**config.mk**
```make
export PLATFORM = sky130hd
export DESIGN_NAME = xor_checked_frame_deframer
export DESIGN_NICKNAME = d
export VERILOG_FILES = /design/src/rtl/xcfd_pkg.sv /design/src/rtl/xor_checked_frame_deframer.sv /design/src/rtl/xcfd_ram.sv /design/src/rtl/xcfd_front.sv /design/src/rtl/xcfd_back.sv
export SDC_FILE = /design/constraint.sdc
export NUM_CORES = 1
export LEC_CHECK = 0
export BUFFER_PORTS_ARGS = -buffer_cell sky130_fd_sc_hd__buf_2
export CORE_MARGIN = 4
export CORE_UTILIZATION = 49
export CTS_CLUSTER_DIAMETER = 40
export DETAILED_ROUTE_END_ITERATION = 10
export PLACE_DENSITY = 0.66
export SYNTH_ARGS = -nofsm -noshare
export SYNTH_HDL_FRONTEND = slang
export SYNTH_HIERARCHICAL = 1
export SYNTH_SLANG_ARGS = --single-unit
```
**constraint.sdc**
```tcl
create_clock -name clk -period 8.27 [get_ports clk]
set_input_delay 0.4135 -clock clk [delete_from_list [all_inputs] [get_ports clk]]
set_output_delay 0.4135 -clock clk [all_outputs]
set_load 0.1 [all_outputs]
```
**src/rtl/xcfd_pkg.sv**
```systemverilog
`timescale 1ns / 1ps
`default_nettype none
// ----------------------------------------------------------------------------
// xcfd_pkg: shared types and constants of the frame deframer
// Buffer geometry, frame offsets, register indexes and the structs that
// travel between the front part and the parser.
// ----------------------------------------------------------------------------
package xcfd_pkg;

  // frame geometry
  localparam int unsigned MAX_LEN     = 32;
  localparam int unsigned MIN_FRAME   = 6;
  localparam int unsigned STORE_DEPTH = MAX_LEN + MIN_FRAME;

  // field widths of a result
  localparam int unsigned BYTE_W = 8;
  localparam int unsigned LEN_W  = 6;
  localparam int unsigned IDX_W  = 5;

  // receive buffer ram, a ring addressed by base plus offset
  localparam int unsigned RAM_AW    = 6;
  localparam int unsigned RAM_DEPTH = 1 << RAM_AW;

  // input queue between front and parser
  localparam int unsigned QUEUE_DEPTH = 4;
  localparam int unsigned QUEUE_AW    = 2;

  // configuration port
  localparam int unsigned APB_AW = 4;
  localparam int unsigned APB_DW = 32;

  typedef logic [RAM_AW-1:0] ptr_t;

  // sized forms of the frame constants
  localparam ptr_t MIN_FRAME_P   = ptr_t'(MIN_FRAME);
  localparam ptr_t STORE_DEPTH_P = ptr_t'(STORE_DEPTH);
  localparam ptr_t MAX_LEN_P     = ptr_t'(MAX_LEN);
  localparam logic [BYTE_W-1:0] MAX_LEN_B = BYTE_W'(MAX_LEN);
  localparam ptr_t HDR_BYTES_P   = ptr_t'(2);
  localparam ptr_t TYPE_LEN_END_P = ptr_t'(4);
  localparam ptr_t OFS_TYPE_P    = ptr_t'(2);
  localparam ptr_t OFS_LEN_P     = ptr_t'(3);
  localparam ptr_t OFS_PAYLOAD_P = ptr_t'(4);

  // register reset values
  localparam logic [BYTE_W-1:0] HEAD_FIRST_RST  = 8'd170;
  localparam logic [BYTE_W-1:0] HEAD_SECOND_RST = 8'd85;
  localparam logic [BYTE_W-1:0] TAIL_VALUE_RST  = 8'd255;

  typedef enum logic [1:0] {
    REG_HEAD_FIRST  = 2'd0,
    REG_HEAD_SECOND = 2'd1,
    REG_TAIL_VALUE  = 2'd2
  } reg_idx_t;

  // one queued received byte with its tail tag
  typedef struct packed {
    logic [BYTE_W-1:0] rx_byte;
    logic              is_tail;
  } qent_t;

  // configuration seen by the parser
  typedef struct packed {
    logic [BYTE_W-1:0] head_first;
    logic [BYTE_W-1:0] head_second;
    logic [BYTE_W-1:0] tail_value;
    logic              wr;
  } cfg_t;

  // one result
  typedef struct packed {
    logic [BYTE_W-1:0] frame_type;
    logic [LEN_W-1:0]  frame_length;
    logic [BYTE_W-1:0] payload_byte;
    logic [IDX_W-1:0]  byte_index;
    logic              has_payload;
    logic              frame_status;
    logic              last_of_frame;
  } result_t;

endpackage
`default_nettype wire

```
**src/rtl/xor_checked_frame_deframer.sv**
```systemverilog
`timescale 1ns / 1ps
`default_nettype none
// ----------------------------------------------------------------------------
// xor_checked_frame_deframer: byte-serial deframer with xor check
// Frames are HEAD1 HEAD2 TYPE LEN PAYLOAD CHECK TAIL; good frames give one
// result per payload byte (one if empty), check mismatches one error result.
// ----------------------------------------------------------------------------
//
//   channel  | handshake              | carries
//   ---------+------------------------+--------------------------------------
//   in_      | in_valid / in_ready    | rx_byte
//   out_     | out_valid / out_ready  | frame_type .. last_of_frame
//   config   | psel penable pwrite    | head_first, head_second, tail_value
//
// The parser appends queued bytes only while idle; a 4-entry queue in front
// absorbs bursts. A header hunt reads buffered bytes until a header is found
// or the buffer runs out; type and length follow, then the tail. The check
// pass reads payload and check byte; emission gives len results (one for an
// error or an empty frame), one result per cycle while results are taken.
// The steps share the single read port of the receive buffer ram.
// Reset is synchronous; the buffer needs no clearing pass. Both sides stall
// independently through the queue and the output register.
//
module xor_checked_frame_deframer (
  input  wire                          clk,
  input  wire                          rst_n,
  input  wire                          in_valid,
  output logic                         in_ready,
  input  wire [7:0]                    in_rx_byte,
  output logic                         out_valid,
  input  wire                          out_ready,
  output logic [7:0]                   out_frame_type,
  output logic [5:0]                   out_frame_length,
  output logic [7:0]                   out_payload_byte,
  output logic [4:0]                   out_byte_index,
  output logic                         out_has_payload,
  output logic                         out_frame_status,
  output logic                         out_last_of_frame,
  input  wire                          psel,
  input  wire                          penable,
  input  wire                          pwrite,
  input  wire [xcfd_pkg::APB_AW-1:0]   paddr,
  input  wire [xcfd_pkg::APB_DW-1:0]   pwdata,
  output logic [xcfd_pkg::APB_DW-1:0]  prdata,
  output logic                         pready
);

  xcfd_pkg::cfg_t    cfg;
  xcfd_pkg::qent_t   q_head;
  xcfd_pkg::result_t res;
  logic              q_valid;
  logic              q_pop;

  // intake and registers
  xcfd_front u_front (
    .clk        (clk),
    .rst_n      (rst_n),
    .in_valid   (in_valid),
    .in_ready   (in_ready),
    .in_rx_byte (in_rx_byte),
    .psel       (psel),
    .penable    (penable),
    .pwrite     (pwrite),
    .paddr      (paddr),
    .pwdata     (pwdata),
    .prdata     (prdata),
    .pready     (pready),
    .cfg        (cfg),
    .q_valid    (q_valid),
    .q_head     (q_head),
    .q_pop      (q_pop)
  );

  // parser
  xcfd_back u_back (
    .clk       (clk),
    .rst_n     (rst_n),
    .cfg       (cfg),
    .q_valid   (q_valid),
    .q_head    (q_head),
    .q_pop     (q_pop),
    .out_valid (out_valid),
    .out_ready (out_ready),
    .out_res   (res)
  );

  // result fields
  assign out_frame_type    = res.frame_type;
  assign out_frame_length  = res.frame_length;
  assign out_payload_byte  = res.payload_byte;
  assign out_byte_index    = res.byte_index;
  assign out_has_payload   = res.has_payload;
  assign out_frame_status  = res.frame_status;
  assign out_last_of_frame = res.last_of_frame;

endmodule
`default_nettype wire

```
**src/rtl/xcfd_ram.sv**
```systemverilog
`timescale 1ns / 1ps
`default_nettype none
// ----------------------------------------------------------------------------
// xcfd_ram: generic single-port-write, single-port-read ram
// One write and one registered read per cycle; read data holds while the
// read enable is low.
// ----------------------------------------------------------------------------
module xcfd_ram #(
  parameter int unsigned WIDTH = 8,
  parameter int unsigned DEPTH = 64,
  localparam int unsigned AW = (DEPTH > 1) ? $clog2(DEPTH) : 1
) (
  input  wire             clk,
  input  wire             we,
  input  wire [AW-1:0]    waddr,
  input  wire [WIDTH-1:0] wdata,
  input  wire             re,
  input  wire [AW-1:0]    raddr,
  output logic [WIDTH-1:0] rdata
);

  logic [WIDTH-1:0] mem_r [DEPTH];
  logic [WIDTH-1:0] rdata_r;

  // write port and registered read port
  always_ff @(posedge clk) begin
    if (we) begin
      mem_r[waddr] <= wdata;
    end
    if (re) begin
      rdata_r <= mem_r[raddr];
    end
  end

  assign rdata = rdata_r;

endmodule
`default_nettype wire

```
**src/rtl/xcfd_front.sv**
```systemverilog
`timescale 1ns / 1ps
`default_nettype none
// ----------------------------------------------------------------------------
// xcfd_front: request intake and configuration registers
// Holds the header and tail registers, tags each received byte against the
// tail value and queues it for the parser.
// ----------------------------------------------------------------------------
module xcfd_front (
  input  wire                          clk,
  input  wire                          rst_n,
  // request channel
  input  wire                          in_valid,
  output logic                         in_ready,
  input  wire [xcfd_pkg::BYTE_W-1:0]   in_rx_byte,
  // configuration port
  input  wire                          psel,
  input  wire                          penable,
  input  wire                          pwrite,
  input  wire [xcfd_pkg::APB_AW-1:0]   paddr,
  input  wire [xcfd_pkg::APB_DW-1:0]   pwdata,
  output logic [xcfd_pkg::APB_DW-1:0]  prdata,
  output logic                         pready,
  // toward the parser
  output xcfd_pkg::cfg_t               cfg,
  output logic                         q_valid,
  output xcfd_pkg::qent_t              q_head,
  input  wire                          q_pop
);

  logic [xcfd_pkg::BYTE_W-1:0] head_first_r, head_second_r, tail_value_r;
  logic [xcfd_pkg::BYTE_W-1:0] head_first_nxt, head_second_nxt, tail_value_nxt;
  xcfd_pkg::qent_t             qmem_r [xcfd_pkg::QUEUE_DEPTH];
  logic [xcfd_pkg::QUEUE_AW-1:0] wr_ptr_r, rd_ptr_r;
  logic [xcfd_pkg::QUEUE_AW:0]   cnt_r;
  logic                        apb_wr;
  logic                        push;
  xcfd_pkg::reg_idx_t          reg_idx;

  assign reg_idx = xcfd_pkg::reg_idx_t'(paddr[xcfd_pkg::APB_AW-1:2]);
  assign apb_wr  = psel & penable & pwrite;
  assign pready  = 1'b1;

  // register write decode
  always_comb begin
    head_first_nxt  = head_first_r;
    head_second_nxt = head_second_r;
    tail_value_nxt  = tail_value_r;
    if (apb_wr) begin
      unique case (reg_idx)
        xcfd_pkg::REG_HEAD_FIRST:  head_first_nxt  = pwdata[xcfd_pkg::BYTE_W-1:0];
        xcfd_pkg::REG_HEAD_SECOND: head_second_nxt = pwdata[xcfd_pkg::BYTE_W-1:0];
        xcfd_pkg::REG_TAIL_VALUE:  tail_value_nxt  = pwdata[xcfd_pkg::BYTE_W-1:0];
        default: ;
      endcase
    end
  end

  // register read mux
  always_comb begin
    unique case (reg_idx)
      xcfd_pkg::REG_HEAD_FIRST:  prdata = xcfd_pkg::APB_DW'(head_first_r);
      xcfd_pkg::REG_HEAD_SECOND: prdata = xcfd_pkg::APB_DW'(head_second_r);
      xcfd_pkg::REG_TAIL_VALUE:  prdata = xcfd_pkg::APB_DW'(tail_value_r);
      default:                   prdata = '0;
    endcase
  end

  always_ff @(posedge clk) begin
    if (!rst_n) begin
      head_first_r  <= xcfd_pkg::HEAD_FIRST_RST;
      head_second_r <= xcfd_pkg::HEAD_SECOND_RST;
      tail_value_r  <= xcfd_pkg::TAIL_VALUE_RST;
    end else begin
      head_first_r  <= head_first_nxt;
      head_second_r <= head_second_nxt;
      tail_value_r  <= tail_value_nxt;
    end
  end

  assign cfg.head_first  = head_first_r;
  assign cfg.head_second = head_second_r;
  assign cfg.tail_value  = tail_value_r;
  assign cfg.wr          = apb_wr;

  // input queue with tail tagging at intake
  assign in_ready = (cnt_r != (xcfd_pkg::QUEUE_AW+1)'(xcfd_pkg::QUEUE_DEPTH));
  assign push     = in_valid & in_ready;
  assign q_valid  = (cnt_r != '0);
  assign q_head   = qmem_r[rd_ptr_r];

  always_ff @(posedge clk) begin
    if (push) begin
      qmem_r[wr_ptr_r].rx_byte <= in_rx_byte;
      qmem_r[wr_ptr_r].is_tail <= (in_rx_byte == tail_value_r);
    end
  end

  always_ff @(posedge clk) begin
    if (!rst_n) begin
      wr_ptr_r <= '0;
      rd_ptr_r <= '0;
      cnt_r    <= '0;
    end else begin
      if (push) begin
        wr_ptr_r <= wr_ptr_r + 1'b1;
      end
      if (q_pop) begin
        rd_ptr_r <= rd_ptr_r + 1'b1;
      end
      case ({push, q_pop})
        2'b10:   cnt_r <= cnt_r + 1'b1;
        2'b01:   cnt_r <= cnt_r - 1'b1;
        default: cnt_r <= cnt_r;
      endcase
    end
  end

endmodule
`default_nettype wire

```
**src/rtl/xcfd_back.sv**
```systemverilog
`timescale 1ns / 1ps
`default_nettype none
// ----------------------------------------------------------------------------
// xcfd_back: frame parser over the receive buffer
// Appends queued bytes to a ring buffer in ram, hunts for the header, checks
// length, tail and xor check, and streams results through an output register.
// ----------------------------------------------------------------------------
module xcfd_back (
  input  wire                          clk,
  input  wire                          rst_n,
  input  wire xcfd_pkg::cfg_t          cfg,
  input  wire                          q_valid,
  input  wire xcfd_pkg::qent_t         q_head,
  output logic                         q_pop,
  output logic                         out_valid,
  input  wire                          out_ready,
  output xcfd_pkg::result_t            out_res
);

  typedef enum logic [2:0] {
    S_IDLE,
    S_SCAN,
    S_HDR,
    S_TAIL,
    S_CHECK,
    S_EMIT
  } state_t;

  state_t                      state_r, state_nxt;
  xcfd_pkg::ptr_t              base_r, base_nxt;
  xcfd_pkg::ptr_t              fill_r, fill_nxt;
  xcfd_pkg::ptr_t              rd_ofs_r, rd_ofs_nxt;
  xcfd_pkg::ptr_t              q_ofs_r, q_ofs_nxt;
  logic                        q_ok_r, q_ok_nxt;
  logic                        synced_r, synced_nxt;
  logic [xcfd_pkg::BYTE_W-1:0] type_r, type_nxt;
  xcfd_pkg::ptr_t              len_r, len_nxt;
  logic [xcfd_pkg::BYTE_W-1:0] prev_r, prev_nxt;
  logic [xcfd_pkg::BYTE_W-1:0] xor_r, xor_nxt;
  logic                        bad_r, bad_nxt;
  logic [xcfd_pkg::IDX_W-1:0]  k_r, k_nxt;
  logic                        out_valid_r, out_valid_nxt;
  xcfd_pkg::result_t           out_r, out_nxt;

  logic                        ram_re;
  logic [xcfd_pkg::BYTE_W-1:0] q_byte;
  xcfd_pkg::ptr_t              fill_inc, plen, head_ofs, fill_after_head;
  xcfd_pkg::ptr_t              len_in, plen_in, chk_end;
  logic [xcfd_pkg::BYTE_W-1:0] xor_in, type_len_xor;
  logic                        last_k, out_free, load_out;
  xcfd_pkg::result_t           res_new;
  logic                        drop_en;
  xcfd_pkg::ptr_t              drop_n, drop_from, drop_left;

  // receive buffer
  xcfd_ram #(
    .WIDTH (xcfd_pkg::BYTE_W),
    .DEPTH (xcfd_pkg::RAM_DEPTH)
  ) u_buf (
    .clk   (clk),
    .we    (q_pop),
    .waddr (base_r + fill_r),
    .wdata (q_head.rx_byte),
    .re    (ram_re),
    .raddr (base_r + rd_ofs_r),
    .rdata (q_byte)
  );

  // shared arithmetic
  assign fill_inc        = fill_r + xcfd_pkg::ptr_t'(1);
  assign plen            = len_r + xcfd_pkg::MIN_FRAME_P;
  assign head_ofs        = q_ofs_r - xcfd_pkg::ptr_t'(1);
  assign fill_after_head = fill_r - head_ofs;
  assign len_in          = q_byte[xcfd_pkg::RAM_AW-1:0];
  assign plen_in         = len_in + xcfd_pkg::MIN_FRAME_P;
  assign chk_end         = len_r + xcfd_pkg::OFS_PAYLOAD_P;
  assign xor_in          = xor_r ^ q_byte;
  assign type_len_xor    = type_r ^ xcfd_pkg::BYTE_W'(len_r);
  assign last_k          = (xcfd_pkg::ptr_t'(k_r) + xcfd_pkg::ptr_t'(1) == len_r);
  assign out_free        = !out_valid_r || out_ready;
  assign drop_left       = drop_from - drop_n;

  // parser control
  always_comb begin
    state_nxt  = state_r;
    base_nxt   = base_r;
    fill_nxt   = fill_r;
    rd_ofs_nxt = rd_ofs_r;
    q_ofs_nxt  = q_ofs_r;
    q_ok_nxt   = q_ok_r;
    synced_nxt = synced_r;
    type_nxt   = type_r;
    len_nxt    = len_r;
    prev_nxt   = prev_r;
    xor_nxt    = xor_r;
    bad_nxt    = bad_r;
    k_nxt      = k_r;
    ram_re     = 1'b0;
    q_pop      = 1'b0;
    load_out   = 1'b0;
    res_new    = '0;
    drop_en    = 1'b0;
    drop_n     = '0;
    drop_from  = fill_r;

    unique case (state_r)
      // append one byte, then decide whether any parsing is due
      S_IDLE: begin
        if (q_valid) begin
          q_pop    = 1'b1;
          fill_nxt = fill_inc;
          if (fill_inc >= xcfd_pkg::MIN_FRAME_P) begin
            if (synced_r) begin
              if (fill_inc == plen) begin
                if (q_head.is_tail) begin
                  state_nxt  = S_CHECK;
                  rd_ofs_nxt = xcfd_pkg::OFS_PAYLOAD_P;
                  q_ok_nxt   = 1'b0;
                  xor_nxt    = type_len_xor;
                end else begin
                  drop_en   = 1'b1;
                  drop_n    = xcfd_pkg::HDR_BYTES_P;
                  drop_from = fill_inc;
                end
              end
            end else begin
              state_nxt  = S_SCAN;
              rd_ofs_nxt = '0;
              q_ok_nxt   = 1'b0;
            end
          end
        end
      end

      // header hunt, one buffered byte per cycle
      S_SCAN: begin
        ram_re     = 1'b1;
        rd_ofs_nxt = rd_ofs_r + xcfd_pkg::ptr_t'(1);
        q_ok_nxt   = 1'b1;
        q_ofs_nxt  = rd_ofs_r;
        if (q_ok_r) begin
          prev_nxt = q_byte;
          if (q_ofs_r != '0 && prev_r == cfg.head_first && q_byte == cfg.head_second) begin
            base_nxt = base_r + head_ofs;
            fill_nxt = fill_after_head;
            if (fill_after_head < xcfd_pkg::TYPE_LEN_END_P) begin
              synced_nxt = 1'b0;
              state_nxt  = S_IDLE;
            end else begin
              state_nxt  = S_HDR;
              rd_ofs_nxt = xcfd_pkg::OFS_TYPE_P;
              q_ok_nxt   = 1'b0;
            end
          end else if (q_ofs_r == fill_r - xcfd_pkg::ptr_t'(1)) begin
            // no header anywhere: keep only the newest byte
            base_nxt   = base_r + q_ofs_r;
            fill_nxt   = xcfd_pkg::ptr_t'(1);
            synced_nxt = 1'b0;
            state_nxt  = S_IDLE;
          end
        end
      end

      // type and length bytes
      S_HDR: begin
        ram_re     = 1'b1;
        rd_ofs_nxt = rd_ofs_r + xcfd_pkg::ptr_t'(1);
        q_ok_nxt   = 1'b1;
        q_ofs_nxt  = rd_ofs_r;
        if (q_ok_r) begin
          if (q_ofs_r == xcfd_pkg::OFS_TYPE_P) begin
            type_nxt = q_byte;
          end else if (q_ofs_r == xcfd_pkg::OFS_LEN_P) begin
            if (q_byte > xcfd_pkg::MAX_LEN_B) begin
              drop_en = 1'b1;
              drop_n  = xcfd_pkg::HDR_BYTES_P;
            end else begin
              len_nxt = len_in;
              if (fill_r < plen_in) begin
                synced_nxt = 1'b1;
                state_nxt  = S_IDLE;
              end else begin
                state_nxt  = S_TAIL;
                rd_ofs_nxt = plen_in - xcfd_pkg::ptr_t'(1);
                q_ok_nxt   = 1'b0;
              end
            end
          end
        end
      end

      // tail byte of a fully buffered frame
      S_TAIL: begin
        ram_re    = 1'b1;
        q_ok_nxt  = 1'b1;
        q_ofs_nxt = rd_ofs_r;
        if (q_ok_r) begin
          if (q_byte == cfg.tail_value) begin
            state_nxt  = S_CHECK;
            rd_ofs_nxt = xcfd_pkg::OFS_PAYLOAD_P;
            q_ok_nxt   = 1'b0;
            xor_nxt    = type_len_xor;
          end else begin
            drop_en = 1'b1;
            drop_n  = xcfd_pkg::HDR_BYTES_P;
          end
        end
      end

      // xor over type, length, payload and check byte, zero when good
      S_CHECK: begin
        ram_re     = 1'b1;
        rd_ofs_nxt = rd_ofs_r + xcfd_pkg::ptr_t'(1);
        q_ok_nxt   = 1'b1;
        q_ofs_nxt  = rd_ofs_r;
        if (q_ok_r) begin
          xor_nxt = xor_in;
          if (q_ofs_r == chk_end) begin
            bad_nxt    = (xor_in != '0);
            state_nxt  = S_EMIT;
            k_nxt      = '0;
            rd_ofs_nxt = xcfd_pkg::OFS_PAYLOAD_P;
            q_ok_nxt   = 1'b0;
          end
        end
      end

      // results into the output register
      S_EMIT: begin
        res_new.frame_type   = type_r;
        res_new.frame_length = xcfd_pkg::LEN_W'(len_r);
        if (bad_r || len_r == '0) begin
          if (out_free) begin
            load_out              = 1'b1;
            res_new.frame_status  = bad_r;
            res_new.last_of_frame = 1'b1;
            drop_en               = 1'b1;
            drop_n                = plen;
          end
        end else begin
          if (!q_ok_r || out_free) begin
            ram_re     = 1'b1;
            rd_ofs_nxt = rd_ofs_r + xcfd_pkg::ptr_t'(1);
            q_ok_nxt   = 1'b1;
            q_ofs_nxt  = rd_ofs_r;
          end
          if (q_ok_r && out_free) begin
            load_out              = 1'b1;
            res_new.payload_byte  = q_byte;
            res_new.byte_index    = k_r;
            res_new.has_payload   = 1'b1;
            res_new.last_of_frame = last_k;
            k_nxt                 = k_r + 1'b1;
            if (last_k) begin
              drop_en = 1'b1;
              drop_n  = plen;
            end
          end
        end
      end

      default: state_nxt = S_IDLE;
    endcase

    // drop bytes from the buffer front and rescan if enough remain
    if (drop_en) begin
      base_nxt   = base_r + drop_n;
      fill_nxt   = drop_left;
      synced_nxt = 1'b0;
      rd_ofs_nxt = '0;
      q_ok_nxt   = 1'b0;
      state_nxt  = (drop_left >= xcfd_pkg::MIN_FRAME_P) ? S_SCAN : S_IDLE;
    end

    // new header values invalidate a known frame start
    if (cfg.wr) begin
      synced_nxt = 1'b0;
    end
  end

  // output register
  always_comb begin
    out_nxt = out_r;
    if (load_out) begin
      out_valid_nxt = 1'b1;
      out_nxt       = res_new;
    end else if (out_ready) begin
      out_valid_nxt = 1'b0;
    end else begin
      out_valid_nxt = out_valid_r;
    end
  end

  always_ff @(posedge clk) begin
    if (!rst_n) begin
      state_r     <= S_IDLE;
      base_r      <= '0;
      fill_r      <= '0;
      rd_ofs_r    <= '0;
      q_ofs_r     <= '0;
      q_ok_r      <= 1'b0;
      synced_r    <= 1'b0;
      out_valid_r <= 1'b0;
    end else begin
      state_r     <= state_nxt;
      base_r      <= base_nxt;
      fill_r      <= fill_nxt;
      rd_ofs_r    <= rd_ofs_nxt;
      q_ofs_r     <= q_ofs_nxt;
      q_ok_r      <= q_ok_nxt;
      synced_r    <= synced_nxt;
      out_valid_r <= out_valid_nxt;
    end
    type_r <= type_nxt;
    len_r  <= len_nxt;
    prev_r <= prev_nxt;
    xor_r  <= xor_nxt;
    bad_r  <= bad_nxt;
    k_r    <= k_nxt;
    out_r  <= out_nxt;
  end

  assign out_valid = out_valid_r;
  assign out_res   = out_r;

  // buffer never grows past one maximal frame
  a_fill_bound: assert property (@(posedge clk) disable iff (!rst_n)
    fill_r <= xcfd_pkg::STORE_DEPTH_P)
    else $error("receive buffer fill above its depth");

  // a known frame start always carries a legal length
  a_synced_len: assert property (@(posedge clk) disable iff (!rst_n)
    synced_r |-> len_r <= xcfd_pkg::MAX_LEN_P)
    else $error("frame start marked with illegal length");

  // header hunt only runs on a buffer that can hold a frame
  a_scan_fill: assert property (@(posedge clk) disable iff (!rst_n)
    (state_r == S_SCAN) |-> fill_r >= xcfd_pkg::MIN_FRAME_P)
    else $error("header hunt on a short buffer");

  // results appear only out of the emission phase
  a_emit_src: assert property (@(posedge clk) disable iff (!rst_n)
    $rose(out_valid_r) |-> $past(state_r == S_EMIT))
    else $error("result loaded outside emission");

endmodule
`default_nettype wire
```
==> impl_results.md, run 1 <==
* Hold Crit Endpoint: u_front/head_second_r[3]$_SDFFE_PN0P_
* Leak Pwr at ~12 nW
* GRT Residual Overflow at 0
* Routed WL at just over 70000 um
* Slew Limit Fails at 0
* RSZ-0062 raised after global routing: false
* Vias in the first global route at approximately 18000
* Die height at roughly 260 um
* Worst flop-to-flop path startpoint: u_back/fill_r[1]$_SDFFE_PN0P_
* Arrival time worst endpoint at 6.36 ns
* RD Place Congestion at slightly below 0.9
* R2R cell count at 17
* TritonRoute pass-1 iters at 5
* IO buf count at 64
* Post-synth cell types at 93
* Max stage delay on crit path at ~0.68 ns
* Flops & latches, synth at 685
* Sequential fraction of the synthesis area at around two thirds
* Skew-Pair Late Insertion Delay at around 0.65 ns
* CTS Hold Buffers Added at 3
* Slew of the pin with the lowest slew margin at ~1.2 ns
* Outcome: completed
* Final period util at between 70% and 80%
* Crit path max fanout at 10
* Worst-path cell chain: inv_1 > ha_1 > or2_1 > o32ai_1 > nor4_1 > a311oi_1 > a21boi_1 > a211oi_1 > ha_1 > nor2b_1 > o311a_1 > a211oi_1 > xnor2_1 > o21ai_0 > o211ai_1 > nand3_1 > a311oi_1
* Rel. slew slack at 20.98%
* Fraction of layout cells with a size suffix above 1 at around a fifth
* Warnings, synthesis at 6
* Flop2flop setup slack at roughly 2.4 ns
* Hold depth at 3
* CP Data Required Time at ~9 ns
* FF+latch area at 19940 um^2
* First-pass GRT wire length at 108800 um
* Post-Route Setup TNS at 0 ns
* GRT Overall Usage at a little over a fifth
* Iter 0 DRT Violations at 2016
* CTS max path bufs at 3
* Post-Place Cell Area at between 30000 and 40000 um^2
* Worst-path clk slew at around 0.06 ns
* Clock sinks at 685
* Tmin final at around 6 ns
* Setup Buffers After CTS at 0
* HP Class: in -> reg
* Nets at about 2200
* Hold_sp: pwdata[3]
* CTS resizes at 0
* Die Footprint at 66650 um^2
* Critical path type: reg -> reg
* Cell area after synthesis at just over 30000 um^2
* Post-DP HPWL at 45100 um
* Vias per cell at between 5 and 6
* Footprint of the multi-input gates at 9925 um^2
* Top FF cell, synth: edfxtp_1
* CP Capture Type: flip-flop
* Initial Util at around half
* Core area at between 60000 and 70000 um^2
* DR DRC count at 0
* Die Wd at 258.2 um
* PD cells at ~300 nW/um^2
* Worst path slowest cell: a211oi_1
* Fill cell count at 4833
* Final Hold Vio Count at 0
* Area grow syn2layout at 13.49%
* Max-cap violations at 0
* Syn Area/Cell at about 15 um^2
* Via count at 17570
* Worst R2R End: u_back/state_r[0]$_SDFFE_PN0P_
* Num rows at 91
* Gate Count Post-Synth at ~2000
* FFs w/ async S/R, synth at 0%
* Antenna cells at 0
* H-tree Lvls at 3
* Fmax at between 150 and 200 MHz
* I/O Pins at roughly 120
* CTS tree: built
* Total power at approximately 11 mW
* EDFF count, synth at between 600 and 700
* # setup viols final at 0
* Startpoint types: flip-flop
* Routed len/inst at 23.82 um
* Design area at about 35000 um^2
* Antenna violations before repair at 0
* Largest net degree at the start of global routing at 65
* CTS Buf Count at 94
* Final Skew at around 0.044 ns
* Post-route ant nets at 0
* Maximum VDD drop at just under 0.0002 V
* Root buffer cell: clkbuf_16
==> worst max-delay path: cells and delay by family (launching register included) <==
kind                     cells  cell delay, ns
AO/OA/AOI/OAI                9            3.25
XOR/XNOR                     1            0.18
adder cells (fa/ha/maj)      2            0.77
buffers and inverters        1            0.27
flip-flops                   1            0.61
AND/OR/NAND/NOR              4            0.66
==> synth_stat cells (36+ instances only) <==
library cell / n / area share, %
edfxtp_1: 622 / 61
dfxtp_1: 63 / 4.1
buf_4: 38 / 0.93
nor2b_1: 37 / 0.75
ha_1: 52 / 2.1
mux2i_1: 59 / 1.9
xor2_1: 46 / 1.3
nor2_1: 143 / 1.8
clkbuf_1: 56 / 0.69
mux4_2: 133 / 9.8
nand2_1: 110 / 1.3
a21oi_1: 53 / 0.86
inv_1: 40 / 0.49
xnor2_1: 83 / 2.4
nand3_1: 46 / 0.75
o21ai_0: 36 / 0.59
==> area by class of cell <==
cell class                 count  area share (%)
tap                          837           3.009
clock inverter                74           2.193
inverter                      43          0.4709
timing repair buffer          91           1.560
multi-input combinational   1162           28.51
sequential                   685           57.29
clock buffer                 102           6.967
==> power by group <==
part	internal, mW	switching, mW
clock network	2.40	1.59
registers	4.26	0.145
logic	0.748	1.46
total	7.41	3.19
==> cells in the final DEF, fill, tap and decap left out, types with 9 or more instances in the layout <==
| master | instances |
|---|---|
| and2_1 | 28 |
| nand2_1 | 110 |
| nand4_1 | 15 |
| nor3_1 | 22 |
| dfxtp_1 | 63 |
| ha_1 | 51 |
| nor2b_1 | 37 |
| a211oi_1 | 10 |
| o22ai_1 | 25 |
| xor2_1 | 46 |
| o21ai_1 | 9 |
| or3_1 | 9 |
| o21ai_0 | 36 |
| clkbuf_16 | 96 |
| clkinv_1 | 17 |
| xnor2_1 | 80 |
| a21oi_1 | 53 |
| clkinvlp_4 | 10 |
| nor4_1 | 13 |
| buf_4 | 23 |
| nand3_1 | 46 |
| nor2_1 | 143 |
| mux2i_1 | 59 |
| buf_2 | 64 |
| edfxtp_1 | 622 |
| and3_1 | 15 |
| clkinv_2 | 10 |
| conb_1 | 25 |
| a31oi_1 | 15 |
| or2_2 | 11 |
| inv_1 | 39 |
| a22oi_1 | 9 |
| a21o_1 | 11 |
| nand2b_1 | 19 |
| mux4_2 | 133 |
| inv_6 | 15 |
==> sequential cells by signal (all words and copies together), names as in the netlist, 3 cells and up, named ones only <==
name / count
u_front/head_first_r: 8
u_back/u_buf/rdata: 8
u_back/k_r: 5
u_back/out_res: 30
u_back/rd_ofs_r: 6
u_back/fill_r: 6
u_back/u_buf/mem_r: 512
u_front/head_second_r: 8
u_back/xor_r: 8
u_back/prev_r: 8
u_front/tail_value_r: 8
u_back/len_r: 6
u_back/state_r: 3
u_back/base_r: 6
u_back/q_ofs_r: 6
u_front/cnt_r: 3
u_back/type_r: 8
u_front/qmem_r: 36
==> through the flow <==
step           hold WS (ns)  utilization (%)  setup WS, ns  cells
2_1_floorplan        0.4579                -         3.521   2026
3_3_place_gp         0.4750            51.09         2.668   2815
3_5_place_dp         0.4898            51.09         2.627   2815
4_1_cts            0.002314            56.30         2.559   2994
5_1_grt             0.02046            56.30         1.966   2994
6_report            0.03442            56.30         2.436   2994
==> worst max path at each step <==
stage / startpoint / endpoint / slack (ns) / depth (start not counted)
2_1_floorplan: u_back/fill_r[0]$_SDFFE_PN0P_ / u_back/state_r[0]$_SDFFE_PN0P_ / 3.52 / 18
3_3_place_gp: u_back/fill_r[1]$_SDFFE_PN0P_ / u_back/state_r[0]$_SDFFE_PN0P_ / 2.67 / 17
3_5_place_dp: u_back/fill_r[1]$_SDFFE_PN0P_ / u_back/state_r[0]$_SDFFE_PN0P_ / 2.63 / 17
4_1_cts: u_back/fill_r[1]$_SDFFE_PN0P_ / u_back/state_r[0]$_SDFFE_PN0P_ / 2.56 / 17
5_1_grt: u_back/fill_r[1]$_SDFFE_PN0P_ / u_back/state_r[0]$_SDFFE_PN0P_ / 1.97 / 17
6_report: u_back/fill_r[1]$_SDFFE_PN0P_ / u_back/state_r[0]$_SDFFE_PN0P_ / 2.44 / 17
==> routing by layer <==
layer  up-vias  track usage (%)  wire length [um]
li1       7835                -                 -
met1      8926            29.89             29950
met2       670            34.42             34320
met3       142            3.756              4713
met4         0            6.888              2329
met5         -                0                 0
==> logic make-up (layout without fill, tap and decap cells) <==
logic type	Yosys count	in the layout	synth area share (%)
flip-flops	685	685	65.02
AND/OR/NAND/NOR	508	508	8.466
AO/OA/AOI/OAI	248	248	5.500
multiplexers	194	194	11.77
buffers and inverters	179	310	3.031
XOR/XNOR	129	129	3.684
adder cells (fa/ha/maj)	58	58	2.513
other	2	25	0.02449
Power figures use the tool's default switching activity.
==> run 2, diff against run 1 <==
--- a/config.mk
+++ b/config.mk
@@ -10,7 +10,7 @@
 export CORE_UTILIZATION = 49
 export CTS_CLUSTER_DIAMETER = 40
 export DETAILED_ROUTE_END_ITERATION = 10
-export PLACE_DENSITY = 0.66
+export PLACE_DENSITY = 0.68
 export SYNTH_ARGS = -nofsm -noshare
 export SYNTH_HDL_FRONTEND = slang
 export SYNTH_HIERARCHICAL = 1
==> constraint.sdc (replaced) <==
create_clock -name clk -period 4.8 [get_ports clk]
set_input_delay 0.24 -clock clk [delete_from_list [all_inputs] [get_ports clk]]
set_output_delay 0.24 -clock clk [all_outputs]
set_load 0.1 [all_outputs]
==> impl_results.md, run 2 (synthesis results as in run 1) <==
* Worst-path cell chain: inv_1 > ha_1 > or2_1 > a211oi_1 > nor3_1 > a211oi_2 > a21boi_2 > a211oi_2 > ha_1 > nor2b_1 > o311a_1 > a211oi_1 > buf_4 > xnor2_1 > o21ai_0 > o211ai_1 > nand3_1 > a311oi_1
* Num rows at 91 (unchanged)
* Clock sinks at 685 (unchanged)
* Maximum VDD drop at 0.0004842 V (+140%)
* Fmax at 226.3 MHz (+32%)
* Most common cell after layout, fill and taps aside: edfxtp_1
* Hold_sp: penable
* Number of flip-flops under the largest register name at 512 (unchanged)
* TritonRoute pass-1 iters at 5 (unchanged)
* Die Wd at 258.2 um (unchanged)
* IO buf count at 64 (unchanged)
* Fill cell count at 4684 (-3.1%)
* Metal-1 WL at 28980 um (-3.3%)
* Worst-path clk slew at 0.05 ns (about the same)
* Iter 0 DRT Violations at 1724 (-14%)
* Most frequent cells in the layout: 622 x edfxtp_1, 143 x nor2_1, 133 x mux4_2
* Arrival time worst endpoint at 4.92 ns (-1.44 ns)
* H-tree Lvls at 3 (unchanged)
* RD Place Congestion at 0.8961 (+0.57%)
* Slew of the pin with the lowest slew margin at 1.225 ns (+0.03971 ns)
* HP Class: in -> reg
* Post-route ant nets at 0 (unchanged)
* # setup viols final at 0 (unchanged)
* Critical path origin: u_back/fill_r[1]$_SDFFE_PN0P_
* Slew Limit Fails at 0 (unchanged)
* Initial Util at 49.60% (unchanged)
* Vias per cell at 5.840 (-0.49%)
* Post-DP HPWL at 47470 um (+5.2%)
* Die Footprint at 66650 um^2 (unchanged)
* Worst path slowest cell: a211oi_1
* Leak Pwr at 12.06 nW (+3.6%)
* I/O Pins at 116 (unchanged)
* Post-Route Setup TNS at 0 ns (unchanged)
* Worst flop-to-flop path startpoint: u_back/fill_r[1]$_SDFFE_PN0P_
* Die height at 258.2 um (unchanged)
* Largest net degree at the start of global routing at 65 (unchanged)
* Crit path max fanout at 6 (-4)
* Final Hold Vio Count at 0 (unchanged)
* CTS Buf Count at 95 (+1.1%)
* WL met3 at 5339 um (+13%)
* Root buffer cell: clkbuf_16
* First-pass GRT wire length at 111100 um (+2.1%)
* PD cells at 523.5 nW/um^2 (+72%)
* CTS tree: built
* Routed len/inst at 23.75 um (-0.27%)
* CP Data Required Time at 5.31 ns (-3.48 ns)
* Max stage delay on crit path at 0.37 ns (-0.31 ns)
* Fraction of layout cells with a size suffix above 1 at 21.83% (+2.3 points)
* Max-cap violations at 0 (unchanged)
* WL met2 at 35550 um (+3.6%)
* CTS max path bufs at 3 (unchanged)
* CP Capture Type: flip-flop
* GRT Residual Overflow at 0 (unchanged)
* GRT Overall Usage at 21.74% (+0.40 points)
* Top Layer Used: met4
* Outcome: completed
* Area grow syn2layout at 15.79%
* Startpoint types: flip-flop
* DR DRC count at 0 (unchanged)
* Tmin final at 4.418 ns (-1.416 ns)
* Final Skew at 0.03508 ns (-0.008809 ns)
* Final period util at 92.05% (+22 points)
* Skew-Pair Late Insertion Delay at 0.64 ns (about the same)
* Core area at 61830 um^2 (unchanged)
* Vias in the first global route at 18160 (+3.1%)
* Antenna cells at 0 (unchanged)
* Top reg by flops: u_back/u_buf/mem_r
* RSZ-0062 raised after global routing: false
* Routed WL at 72760 um (+2.0%)
* Critical path type: reg -> reg
* Antenna violations before repair at 0 (unchanged)
* Nets at 2255 (+3.2%)
* Via count at 17890 (+1.8%)
* Rel. slew slack at 18.34% (-2.6 points)
* Total power at 18.59 mW (+75%)
[run 2: layout make-up]
class / instances / area, um^2 / area share [%]
Tap cell: 837 / 1047 / 2.949
Clock inverter: 75 / 862.1 / 2.428
Clock buffer: 102 / 2455 / 6.913
Inverter: 43 / 163.9 / 0.4616
Timing Repair Buffer: 159 / 1099 / 3.094
Multi-Input combinational cell: 1162 / 9945 / 28.00
Sequential cell: 685 / 19940 / 56.15
[run 2: per-layer routing]
layer	vias up	GRT usage, %
met5	-	0
met4	0	8.274
met3	184	3.736
met2	723	35.69
met1	9004	29.39
li1	7978	-
[run 2: worst paths after layout]
check,to,cells past startpoint,slack [ns]
setup reg to reg,u_back/state_r[0]$_SDFFE_PN0P_,18,0.38
setup / recovery,u_back/state_r[0]$_SDFFE_PN0P_,18,0.38
hold reg to reg,u_front/head_first_r[2]$_SDFFE_PN0P_,2,0.49
hold / removal,u_front/tail_value_r[0]$_SDFFE_PN1P_,4,0.04
[run 2: per-stage QoR]
stage	cell area [um^2]	hold WS [ns]	std cells	setup WS [ns]	util [%]
2_1_floorplan	30750	0.3389	2026	0.05140	-
3_3_place_gp	32010	0.4782	2870	0.2725	51.78
3_5_place_dp	32010	0.4815	2870	0.2556	51.78
4_1_cts	35490	0.007705	3063	0.2114	57.40
5_1_grt	35510	0.02941	3063	0.01818	57.44
6_report	35510	0.03721	3063	0.3817	57.44
[run 2: power by group]
group          total [mW]  switching [mW]  leakage [nW]  internal, mW
clock                7.08            2.75          1.60          4.34
sequential           7.49           0.149          6.17          7.34
combinational        4.02            2.63          4.29          1.39
total                18.6            5.53          12.1          13.1
[run 2: what timing repair did]
action | 4_1_cts | 5_1_grt
endpoints found under the setup margin | 0 | 3
hold buffers | 16 | 0
buffers inserted | 0 | 0
gates resized for setup | 0 | 5
hold endpoints to repair | 56 | 0
[run 2: worst max-delay path, delay by kind of cell (launching register included)]
family / cells / cell delay (ns)
flops: 1 / 0.31
compound gates: 9 / 2.18
xor+xnor: 1 / 0.11
buf+inv: 2 / 0.39
simple gates: 4 / 0.68
fa+ha+maj: 2 / 0.62
==> run 3, diff against run 2 <==
--- a/config.mk
+++ b/config.mk
@@ -8,7 +8,7 @@
 export BUFFER_PORTS_ARGS = -buffer_cell sky130_fd_sc_hd__buf_2
 export CORE_MARGIN = 4
 export CORE_UTILIZATION = 49
-export CTS_CLUSTER_DIAMETER = 40
+export CTS_CLUSTER_DIAMETER = 100
 export DETAILED_ROUTE_END_ITERATION = 10
 export PLACE_DENSITY = 0.68
 export SYNTH_ARGS = -nofsm -noshare
==> constraint.sdc (replaced) <==
create_clock -name clk -period 4.8 [get_ports clk]
set_input_delay 0.48 -clock clk [delete_from_list [all_inputs] [get_ports clk]]
set_output_delay 0.48 -clock clk [all_outputs]
set_load 0.1 [all_outputs]
==> impl_results.md, run 3 (synthesis results as in run 1) <==
* Routed len/inst at 23.98 um (+0.96%)
* Antenna cells at 0 (unchanged)
* RD Place Congestion at 0.9014 (+0.59%)
* Via count at 17700 (-1.1%)
* Crit path max fanout at 5 (-1)
* Slew of the pin with the lowest slew margin at 1.193 ns (-0.03203 ns)
* Area grow syn2layout at 12.19%
* Iter 0 DRT Violations at 2009 (+17%)
* Top reg by flops: u_back/u_buf/mem_r
* Die Wd at 258.2 um (unchanged)
* Total power at 17.03 mW (-8.4%)
* Worst-path clk slew at 0.06 ns (about the same)
* Antenna violations before repair at 0 (unchanged)
* TritonRoute pass-1 iters at 5 (unchanged)
* Most common cell after layout, fill and taps aside: edfxtp_1
* Flop2flop setup slack at 0.37 ns (about the same)
* Worst path slowest cell: edfxtp_1
* PD cells at 494.9 nW/um^2 (-5.5%)
* Fill cell count at 4871 (+4.0%)
* CTS Hold Buffers Added at 0 (-16)
* Fraction of layout cells with a size suffix above 1 at 19.62% (-2.2 points)
* DR DRC count at 0 (unchanged)
* Most frequent cells in the layout: 622 x edfxtp_1, 143 x nor2_1, 133 x mux4_2
* CP Capture Type: flip-flop
* Routed WL at 71900 um (-1.2%)
* Die height at 258.2 um (unchanged)
* Startpoint types: flip-flop
* Skew-Pair Late Insertion Delay at 0.64 ns (about the same)
* GRT Residual Overflow at 0 (unchanged)
* Routing usage on met1 at 30.04% (+0.64 points)
* Tmin final at 4.430 ns (+0.01166 ns)
* H-tree Lvls at 3 (unchanged)
* Post-route setup slack at 0.3701 ns (-0.01166 ns)
* GRT met3 Usage at 3.511% (-0.23 points)
* Final Skew at 0.06140 ns (+0.02632 ns)
* Footprint of the multi-input gates at 9967 um^2 (+0.23%)
* Core area at 61830 um^2 (unchanged)
* FF+latch area at 19940 um^2 (unchanged)
* Initial Util at 49.60% (unchanged)
* Pre-CTS setup slack at 0.06169 ns (-0.1939 ns)
* Vias per cell at 5.904 (+1.1%)
* HP Class: in -> reg
* Leak Pwr at 11.51 nW (-4.6%)
* Root buffer cell: clkbuf_16
* Number of flip-flops under the largest register name at 512 (unchanged)
* Die Footprint at 66650 um^2 (unchanged)
* Nets at 2211 (-2.0%)
* Worst path bufs/invs at 3 (+1)
* Rel. slew slack at 20.47% (+2.1 points)
* Largest net degree at the start of global routing at 65 (unchanged)
* # setup viols final at 0 (unchanged)
* Post-Route Setup TNS at 0 ns (unchanged)
* Max-cap violations at 0 (unchanged)
* Post-route ant nets at 0 (unchanged)
* Clock sinks at 685 (unchanged)
* Worst-path cell chain: inv_1 > ha_1 > nand3b_1 > xnor2_2 > nor4_1 > a311oi_2 > a21boi_2 > buf_4 > nand2_1 > o21ai_1 > ha_1 > nor2b_1 > o311a_1 > a211oi_1 > buf_4 > xnor2_1 > o21ai_0 > o211ai_1 > nand3_1 > a311oi_1
* CTS max path bufs at 3 (unchanged)
* Final cell count without fillers at 2998 (-2.1%)
* Grt peak-use layer: met2
* CTS Buf Count at 72 (-24%)
* Final period util at 92.29% (+0.24 points)
* Placed cells at 2865 (-0.17%)
* Max stage delay on crit path at 0.47 ns (+0.10 ns)
* Post-DP HPWL at 46910 um (-1.2%)
* Outcome: completed
* Fmax at 225.7 MHz (-0.26%)
* Kind of cell adding the most delay to the critical path: compound AO/OA/AOI/OAI gates
* Met2 usage at 34.77% (-0.92 points)
* I/O Pins at 116 (unchanged)
* CTS tree: built
* CP Data Required Time at 5.34 ns (+0.03 ns)
* GRT Overall Usage at 21.47% (-0.27 points)
* Slew Limit Fails at 0 (unchanged)
* Num rows at 91 (unchanged)
* Maximum VDD drop at 0.0003432 V (-29%)
* Arrival time worst endpoint at 4.97 ns (+0.05 ns)
* Critical path type: reg -> reg
* Final Hold Vio Count at 0 (unchanged)
* IO buf count at 64 (unchanged)
* Vias in the first global route at 17660 (-2.7%)
* RSZ-0062 raised after global routing: false
* First-pass GRT wire length at 109000 um (-1.8%)
==> run 3: layout make-up <==
| class | instances | share of cell area [%] |
|---|---|---|
| repair buffers | 138 | 2.691 |
| flip-flops and latches | 685 | 57.95 |
| clock inverters | 40 | 1.378 |
| inverters | 43 | 0.4764 |
| multi-input cells | 1162 | 28.97 |
| clock buffers | 93 | 5.495 |
| well taps | 837 | 3.044 |
==> run 3: worst paths after layout <==
kind                                                            from                                   end  cells past startpoint
worst max-delay path                       u_back/len_r[2]$_DFFE_PP_        u_back/state_r[0]$_SDFFE_PN0P_                     20
worst min register to register  u_front/head_first_r[6]$_SDFFE_PN0P_  u_front/head_first_r[6]$_SDFFE_PN0P_                      2
worst min-delay path                                   in_rx_byte[5]        u_front/qmem_r[1][6]$_DFFE_PP_                      1
worst max register to register             u_back/len_r[2]$_DFFE_PP_        u_back/state_r[0]$_SDFFE_PN0P_                     20
==> run 3: what timing repair did <==
action                     in CTS  in global routing
resized for setup               0                  8
setup endpoints to repair       0                  2
setup buffers                   0                  0
==> run 3: report_power, final <==
| group | leakage [nW] | total, mW | internal [mW] | switching (mW) |
|---|---|---|---|---|
| clock | 1.13 | 5.49 | 3.16 | 2.33 |
| sequential | 6.17 | 7.47 | 7.34 | 0.133 |
| combinational | 4.21 | 4.06 | 1.40 | 2.67 |
==> run 3: through the flow <==
stage | hold slack, ns | instance area, um^2 | util (%)
3_5_place_dp | 0.5016 | 32000 | 51.76
4_1_cts | 0.07181 | 34370 | 55.58
5_1_grt | 0.09040 | 34410 | 55.65
3_3_place_gp | 0.4784 | 32000 | 51.76
6_report | 0.1046 | 34410 | 55.65
2_1_floorplan | 0.4579 | 30750 | -
==> run 3: routing by layer <==
layer / wire [um] / share of wire [%] / up-vias
met4: 2449 / 3.4 / 0
met1: 29610 / 41 / 9009
met2: 34950 / 49 / 703
li1: - / - / 7848
met3: 4887 / 6.8 / 140
met5: 0 / 0 / -
